File: src/hdl/xkb64_pkg.sv
// ---------------------------------------------------------------------------
// xkb64_pkg
// Shared types, constants and the base64 alphabet for the XOR/base64 encoder.
// ---------------------------------------------------------------------------
package xkb64_pkg;

  localparam int MAX_KEY_BYTES = 32;
  localparam int KEY_WORDS     = 4;
  localparam int KPOS_W        = $clog2(MAX_KEY_BYTES);
  localparam int KLEN_W        = 6;
  localparam int CFG_IDX_W     = 3;
  localparam int QDEPTH        = 4;
  localparam int QPTR_W        = $clog2(QDEPTH);

  localparam logic [CFG_IDX_W-1:0] REG_KEY_LENGTH = 3'd0;
  localparam logic [CFG_IDX_W-1:0] REG_KEY_WORD_0 = 3'd1;
  localparam logic [CFG_IDX_W-1:0] REG_KEY_WORD_1 = 3'd2;
  localparam logic [CFG_IDX_W-1:0] REG_KEY_WORD_2 = 3'd3;
  localparam logic [CFG_IDX_W-1:0] REG_KEY_WORD_3 = 3'd4;

  localparam logic [6:0] PAD_CHAR = 7'd61;

  // one accepted byte worth of output characters
  typedef struct packed {
    logic [3:0][6:0] chars;
    logic [1:0]      last_idx;  // index of the last valid slot
    logic            fin;       // message ends with this record
  } rec_t;

  typedef struct packed {
    logic              full;
    logic              empty;
  } qstat_t;

  typedef struct packed {
    logic [1:0]        phase;
    logic [KPOS_W-1:0] key_pos;
  } fstat_t;

  function automatic logic [6:0] b64_char(input logic [5:0] code);
    logic [6:0] c;
    c = {1'b0, code};
    if (code < 6'd26)      b64_char = c + 7'd65;
    else if (code < 6'd52) b64_char = c + 7'd71;
    else if (code < 6'd62) b64_char = c - 7'd4;
    else if (code == 6'd62) b64_char = 7'd43;
    else                    b64_char = 7'd47;
  endfunction

endpackage

File: src/hdl/xkb64_front.sv
// ---------------------------------------------------------------------------
// xkb64_front
// Config registers, key XOR and 6-bit grouping; builds one record per byte.
// ---------------------------------------------------------------------------
module xkb64_front (
  input  logic                          clk,
  input  logic                          rst_n,
  input  logic                          cfg_valid,
  output logic                          cfg_ready,
  input  logic [xkb64_pkg::CFG_IDX_W-1:0] cfg_index,
  input  logic [63:0]                   cfg_data,
  input  logic                          in_tvalid,
  output logic                          in_tready,
  input  logic [7:0]                    in_tdata,
  input  logic                          in_tlast,
  input  logic                          q_full,
  output logic                          push,
  output xkb64_pkg::rec_t               push_rec,
  output xkb64_pkg::fstat_t             st
);
  import xkb64_pkg::*;

  logic [KLEN_W-1:0]               key_len_r;
  logic [KEY_WORDS-1:0][63:0]      key_r;
  logic [KPOS_W-1:0]               kpos_r, kpos_nxt;
  logic [1:0]                      phase_r, phase_nxt;
  logic [3:0]                      carry_r, carry_nxt;

  logic [KLEN_W-1:0] eff_len;
  logic [KLEN_W-1:0] pos_inc;
  logic [7:0]        key_byte;
  logic [7:0]        b;
  logic [5:0]        c0, c1;

  assign cfg_ready = 1'b1;
  assign in_tready = !q_full;
  assign push      = in_tvalid && in_tready;
  assign st        = '{phase: phase_r, key_pos: kpos_r};

  always_comb begin
    if (key_len_r == '0) eff_len = KLEN_W'(1);
    else if (key_len_r > KLEN_W'(MAX_KEY_BYTES)) eff_len = KLEN_W'(MAX_KEY_BYTES);
    else eff_len = key_len_r;
  end

  assign pos_inc  = {1'b0, kpos_r} + KLEN_W'(1);
  assign key_byte = key_r[kpos_r[KPOS_W-1:3]][{kpos_r[2:0], 3'b000} +: 8];
  assign b        = in_tdata ^ key_byte;

  always_comb begin
    c1        = 6'd0;
    push_rec  = '0;
    case (phase_r)
      2'd1: begin
        c0        = {carry_r[1:0], b[7:4]};
        carry_nxt = b[3:0];
        phase_nxt = 2'd2;
        push_rec.last_idx = in_tlast ? 2'd2 : 2'd0;
        c1        = {b[3:0], 2'b00};
      end
      2'd2: begin
        c0        = {carry_r, b[7:6]};
        c1        = b[5:0];
        carry_nxt = 4'd0;
        phase_nxt = 2'd0;
        push_rec.last_idx = 2'd1;
      end
      default: begin
        c0        = b[7:2];
        carry_nxt = {2'b00, b[1:0]};
        phase_nxt = 2'd1;
        push_rec.last_idx = in_tlast ? 2'd3 : 2'd0;
        c1        = {b[1:0], 4'b0000};
      end
    endcase
    push_rec.chars[0] = b64_char(c0);
    push_rec.chars[1] = b64_char(c1);
    push_rec.chars[2] = PAD_CHAR;
    push_rec.chars[3] = PAD_CHAR;
    push_rec.fin      = in_tlast;

    kpos_nxt = (pos_inc >= eff_len) ? '0 : pos_inc[KPOS_W-1:0];
    if (in_tlast) begin
      kpos_nxt  = '0;
      phase_nxt = 2'd0;
      carry_nxt = 4'd0;
    end
  end

  always_ff @(posedge clk) begin
    if (!rst_n) begin
      key_len_r <= KLEN_W'(1);
      key_r     <= '0;
      kpos_r    <= '0;
      phase_r   <= 2'd0;
      carry_r   <= 4'd0;
    end else begin
      if (cfg_valid && cfg_ready) begin
        case (cfg_index)
          REG_KEY_LENGTH: key_len_r <= cfg_data[KLEN_W-1:0];
          REG_KEY_WORD_0: key_r[0]  <= cfg_data;
          REG_KEY_WORD_1: key_r[1]  <= cfg_data;
          REG_KEY_WORD_2: key_r[2]  <= cfg_data;
          REG_KEY_WORD_3: key_r[3]  <= cfg_data;
          default: ;
        endcase
      end
      if (push) begin
        kpos_r  <= kpos_nxt;
        phase_r <= phase_nxt;
        carry_r <= carry_nxt;
      end
    end
  end

endmodule

File: src/hdl/xkb64_queue.sv
// ---------------------------------------------------------------------------
// xkb64_queue
// Small FIFO of character records between front and back.
// ---------------------------------------------------------------------------
module xkb64_queue (
  input  logic              clk,
  input  logic              rst_n,
  input  logic              push,
  input  xkb64_pkg::rec_t   push_rec,
  input  logic              pop,
  output xkb64_pkg::rec_t   head,
  output xkb64_pkg::qstat_t stat
);
  import xkb64_pkg::*;

  rec_t              mem_r [QDEPTH];
  logic [QPTR_W-1:0] wptr_r, rptr_r;
  logic [QPTR_W:0]   cnt_r, cnt_nxt;

  assign head       = mem_r[rptr_r];
  assign stat.full  = (cnt_r == (QPTR_W+1)'(QDEPTH));
  assign stat.empty = (cnt_r == '0);

  always_comb begin
    cnt_nxt = cnt_r;
    if (push && !pop) cnt_nxt = cnt_r + (QPTR_W+1)'(1);
    else if (pop && !push) cnt_nxt = cnt_r - (QPTR_W+1)'(1);
  end

  always_ff @(posedge clk) begin
    if (push) mem_r[wptr_r] <= push_rec;
  end

  always_ff @(posedge clk) begin
    if (!rst_n) begin
      wptr_r <= '0;
      rptr_r <= '0;
      cnt_r  <= '0;
    end else begin
      if (push) wptr_r <= wptr_r + QPTR_W'(1);
      if (pop)  rptr_r <= rptr_r + QPTR_W'(1);
      cnt_r <= cnt_nxt;
    end
  end

endmodule

File: src/hdl/xkb64_back.sv
// ---------------------------------------------------------------------------
// xkb64_back
// Walks the head record slot by slot into a registered output stage.
// ---------------------------------------------------------------------------
module xkb64_back (
  input  logic              clk,
  input  logic              rst_n,
  input  xkb64_pkg::rec_t   head,
  input  xkb64_pkg::qstat_t stat,
  output logic              pop,
  output logic              out_tvalid,
  input  logic              out_tready,
  output logic [7:0]        out_tdata,
  output logic              out_tlast
);
  import xkb64_pkg::*;

  logic [1:0] idx_r;
  logic       vld_r;
  logic [6:0] char_r;
  logic       last_r;
  logic       load;
  logic       at_end;

  assign load   = !stat.empty && (!vld_r || out_tready);
  assign at_end = (idx_r == head.last_idx);
  assign pop    = load && at_end;

  assign out_tvalid = vld_r;
  assign out_tdata  = {1'b0, char_r};
  assign out_tlast  = last_r;

  always_ff @(posedge clk) begin
    if (load) begin
      char_r <= head.chars[idx_r];
      last_r <= head.fin && at_end;
    end
  end

  always_ff @(posedge clk) begin
    if (!rst_n) begin
      idx_r <= 2'd0;
      vld_r <= 1'b0;
    end else begin
      if (load) begin
        vld_r <= 1'b1;
        idx_r <= at_end ? 2'd0 : idx_r + 2'd1;
      end else if (out_tready) begin
        vld_r <= 1'b0;
      end
    end
  end

endmodule

File: src/hdl/xor_key_base64_encoder_top.sv
// ---------------------------------------------------------------------------
// xor_key_base64_encoder_top
// Repeating-key XOR of a byte stream followed by base64 encoding.
//
//   channel  dir  payload                               transfer when
//   in_      in   tdata[7:0] message byte, tlast final  in_tvalid & in_tready
//   out_     out  tdata[6:0] ASCII char, tlast final    out_tvalid & out_tready
//   cfg_     in   index 0 length, 1..4 key words        cfg_valid & cfg_ready
//
// Output runs at one character per cycle from a registered stage while out_tready is high;
// that port sets throughput: one or two characters per byte, a final byte up to four.
// Input is taken every cycle while the 4-entry record queue has room.
// A byte's characters pass through the record queue and then the registered output stage.
// rst_n is synchronous; config is always ready and takes effect at once.
// ---------------------------------------------------------------------------
module xor_key_base64_encoder_top (
  input  logic                            clk,
  input  logic                            rst_n,
  input  logic                            cfg_valid,
  output logic                            cfg_ready,
  input  logic [xkb64_pkg::CFG_IDX_W-1:0] cfg_index,
  input  logic [63:0]                     cfg_data,
  input  logic                            in_tvalid,
  output logic                            in_tready,
  input  logic [7:0]                      in_tdata,   // [7:0] message_byte
  input  logic                            in_tlast,   // final_byte
  output logic                            out_tvalid,
  input  logic                            out_tready,
  output logic [7:0]                      out_tdata,  // [6:0] text_char, [7] zero
  output logic                            out_tlast   // final_char
);
  import xkb64_pkg::*;

  logic   push, pop;
  rec_t   push_rec, head;
  qstat_t q_stat;
  fstat_t f_stat;

  xkb64_front u_front (
    .clk       (clk),
    .rst_n     (rst_n),
    .cfg_valid (cfg_valid),
    .cfg_ready (cfg_ready),
    .cfg_index (cfg_index),
    .cfg_data  (cfg_data),
    .in_tvalid (in_tvalid),
    .in_tready (in_tready),
    .in_tdata  (in_tdata),
    .in_tlast  (in_tlast),
    .q_full    (q_stat.full),
    .push      (push),
    .push_rec  (push_rec),
    .st        (f_stat)
  );

  xkb64_queue u_queue (
    .clk      (clk),
    .rst_n    (rst_n),
    .push     (push),
    .push_rec (push_rec),
    .pop      (pop),
    .head     (head),
    .stat     (q_stat)
  );

  xkb64_back u_back (
    .clk        (clk),
    .rst_n      (rst_n),
    .head       (head),
    .stat       (q_stat),
    .pop        (pop),
    .out_tvalid (out_tvalid),
    .out_tready (out_tready),
    .out_tdata  (out_tdata),
    .out_tlast  (out_tlast)
  );

  a_no_pop_empty: assert property (@(posedge clk) disable iff (!rst_n)
    pop |-> !q_stat.empty) else $error("pop from empty queue");

  a_no_push_full: assert property (@(posedge clk) disable iff (!rst_n)
    push |-> !q_stat.full) else $error("push into full queue");

  a_msg_restart: assert property (@(posedge clk) disable iff (!rst_n)
    (push && in_tlast) |=> (f_stat.phase == 2'd0 && f_stat.key_pos == '0))
    else $error("state not cleared after final byte");

  a_reset_idle: assert property (@(posedge clk)
    !rst_n |=> !out_tvalid) else $error("output valid right after reset");

endmodule
File: config.mk
export PLATFORM = sky130hd
export DESIGN_NAME = xor_key_base64_encoder_top
export DESIGN_NICKNAME = d
export VERILOG_FILES = /design/src/hdl/xkb64_pkg.sv /design/src/hdl/xkb64_front.sv /design/src/hdl/xkb64_queue.sv /design/src/hdl/xkb64_back.sv /design/src/hdl/xor_key_base64_encoder_top.sv
export SDC_FILE = /design/constraint.sdc
export NUM_CORES = 1
export LEC_CHECK = 0
export ABC_CLOCK_PERIOD_IN_PS = 7100
export BUFFER_PORTS_ARGS = -buffer_cell sky130_fd_sc_hd__clkbuf_2
export CAP_MARGIN = 20
export CELL_PAD_IN_SITES_DETAIL_PLACEMENT = 2
export CELL_PAD_IN_SITES_GLOBAL_PLACEMENT = 2
export CORE_MARGIN = 8
export CORE_UTILIZATION = 43
export CTS_CLUSTER_SIZE = 8
export DETAILED_ROUTE_END_ITERATION = 6
export MAX_ROUTING_LAYER = met4
export PLACE_DENSITY = 0.91
export SLEW_MARGIN = 10
export SYNTH_ARGS = -nofsm -noshare
export SYNTH_HDL_FRONTEND = slang
export SYNTH_SLANG_ARGS = --single-unit
File: constraint.sdc
create_clock -name clk -period 7.1 [get_ports clk]
set_clock_uncertainty 0.15 [all_clocks]
set_input_delay 1.775 -clock clk [delete_from_list [all_inputs] [get_ports clk]]
set_output_delay 1.775 -clock clk [all_outputs]
set_load 0.01 [all_outputs]
==> results.cfg <==
[pwr]
clockPowerShare_pct = 41.5
power_mw = 5.41
comb_power_share_pct = 14.9
power_switching_mw = 1.49
power.internal_mw = 3.91
seq_power_share_pct = 43.6
irDropWorstVdd_uv = 188
p_per_area_nw_per_um2 = 279
swShare_pct = 27.6
leakage_nw = 6.58

[yosys]
yosysSeqAreaShare_pct = 45.9
synth_compound_gate_area_share_pct = 17.2
synthArstFlopShare_pct = 0
ys_types = 84
synth_ff_type = dfxtp_1
ys_ff_latch = 361
synth_edf_count = 76
syn_avg_cell_area_um2 = 9.62
syn_nets = 1917
synth-simple-area-share_pct = 17.6
synth_mux_area_share_pct = 11.9
synthCells = 1809
ys_warn_count = 0
yosys.area_share.xor_xnor_pct = 0.806
synth_fa_ha_area_share_pct = 1.99
synth_top_family_by_area = simple AND/OR/NAND/NOR gates
synthesis.area_um2 = 17400

[layout]
drive_above_1_share_pct = 13.6
mostFrequentLayoutCell = nand2_1
syn_to_final_growth_pct = 11.5
layout_common_cells = nand2_1 (569), dfxtp_1 (282), a21boi_0 (266)
nFillCells = 4197
fin_util_pct = 48.7
layoutNonFillerInstCount = 2385
nets = 1951
fin_area_um2 = 19400

[drt]
ant_nets = 0
wirelength_um = 64500
vias = 14300
routedWlPerCell_um = 27.1
drcViolationCount = 0
drt-pass1-iter-count = 5
post_drt_via_cell_ratio = 6.00
drtIter0Drc = 1000

[worst_setup_path]
cp-start-kind = flop
worstPathRequired_ns = 7.31
end_kind = flop
rrSetupSlack_ns = 1.25
critPathMaxFanout = 23
crit_type = flop to flop
arrival_ns = 6.06

[clock_tree]
postCtsSetupBuffers = 0
clock_path_buffers = 3
postCtsHoldBufs = 0
htreeDepth = 2
clock-root-buffer = clkbuf_16
clock_latency_ns = 0.60
cts_buffers = 51
cts_tree = built
cts.sinks = 361
cts_resized = 0
cts.clk_slew.worst_paths_ns = 0.05

[die]
start_util_pct = 43.7
dieArea_um2 = 47100
die_w_um = 217
num_rows = 73
io_pins = 93
fp.coreArea_um2 = 39800
die-height_um = 217

[timing]
final_max_slew_viol_count = 0
tightest_slew_ns = 1.10
hold_viol_final = 0
max_freq_mhz = 171
setup_viol = 0
layout_setup_ws_ns = 1.25
hold_ws_ns = 0.320
rsz0062_at_grt = no
maxSlewHeadroom_pct = 26.8
period_share_pct = 82.4
tns_ns = 0
layout_min_cycle_time_ns = 5.85

[flow_run]
cap_violations = 0

[grt]
grt_usage_pct = 28.0
grt_pass1_vias = 16400
gr-total-overflow = 0
grt_pass1_wl_um = 99700
antenna_found_initial = 1
grt_max_degree = 134

[placed_design]
post-place-ws_ns = 1.56
routabilityCongestion = 0.854
place_area_um2 = 18000
dp_hpwl_um = 40900
portBuffers = 90
dp_cells = 2314

[status]
status = completed

[hold_path]
hold_class = flop to flop
final cells by class:
class                           instances  area (µm²)  area share (%)
Multi-Input combinational cell       1296        8630            44.5
Tap cell                              525         657            3.39
Clock buffer                           68        1380            7.13
Clock inverter                          1        8.76          0.0451
Sequential cell                       361        7990            41.2
Inverter                               24        90.1           0.464
Antenna cell                            1        2.50          0.0129
Timing Repair Buffer                  109         632            3.26
flip-flops by register name, summed over array words and instances, names as in the netlist, 2 cells and up, named ones only:
signal,count
u_back.char_r,7
u_back.idx_r,2
u_front.carry_r,4
u_front.key_len_r,6
u_front.key_r,256
u_front.kpos_r,5
u_front.phase_r,2
u_queue.cnt_r,3
u_queue.mem_r,68
u_queue.rptr_r,2
u_queue.wptr_r,2
critical path, cell delays in order (launching register included):
cell      delay, ns
dfxtp_2        0.84
buf_4          0.41
nand3_2        0.24
o221ai_1       0.34
o32ai_1        0.14
a221oi_2       0.39
xor2_1         0.41
nand2_1        0.10
a31oi_1        0.57
ha_1           0.43
a31oi_1        0.10
o31ai_1        0.73
and2_4         0.33
a221oi_1       0.09
a21oi_1        0.32
synthesized netlist by cell type (6+ instances only):
cell      instances  area (µm²)
a22o_1            6        52.6
edfxtp_1         76        2280
nand3b_1          7        52.6
dfxtp_1         285        5710
nand2_1         569        2140
and3_1           11        68.8
nor2b_1          25         156
clkbuf_1         85         319
o21ai_0           9        45.0
buf_6            18         203
xnor2_1          12         105
nor3_1           16        80.1
a221oi_1          8        70.1
buf_1            11        41.3
nor2_1           28         105
mux2i_1          65         651
o221ai_1          9        78.8
and2_1           11        68.8
a21o_1            7        52.6
mux4_1            7         184
nand2b_1         10        62.6
mux2_2           12         135
mux4_2           47        1060
a21boi_0        266        2000
a22oi_1          16         120
buf_4             6        45.0
nand3_1          20         100
inv_1            24        90.1
o22ai_1           8        50.1
ha_1             26         325
a21oi_1          22         110
routing by layer:
metal  global-route usage (%)  routed length [µm]
met4                     11.7                2420
met3                     4.41                2710
met1                     30.5               25400
met5                        -                   0
met2                     50.2               34000
cell families (layout without fill, tap and decap cells):
logic type / Yosys count / in the layout
buffers and inverters: 152 / 202
and+or+nand+nor: 725 / 725
xor gates and xnor gates: 16 / 16
DFF: 361 / 361
muxes: 133 / 133
other: 2 / 3
adders and majority gates: 27 / 27
AOI/OAI and AO/OA: 393 / 393
path summary, 6_finish.rpt:
check             depth (start not counted)              endpoint          startpoint
hold reg to reg                           2    u_front.key_r[167]  u_front.key_r[167]
hold / removal                            2    u_front.key_r[167]  u_front.key_r[167]
setup / recovery                         14  u_queue.mem_r[2][13]   u_front.kpos_r[4]
setup reg to reg                         14  u_queue.mem_r[2][13]   u_front.kpos_r[4]
power groups by stage:
stage | clock, mW | sequential, mW | combinational (mW)
2_1_floorplan | 0 | 2.36 | 0.511
3_3_place_gp | 0 | 2.37 | 0.708
3_5_place_dp | 0 | 2.39 | 0.787
4_1_cts | 2.28 | 2.36 | 0.810
5_1_grt | 2.35 | 2.37 | 0.869
6_report | 2.25 | 2.36 | 0.804
No activity file was read; power rests on OpenSTA's default activity.
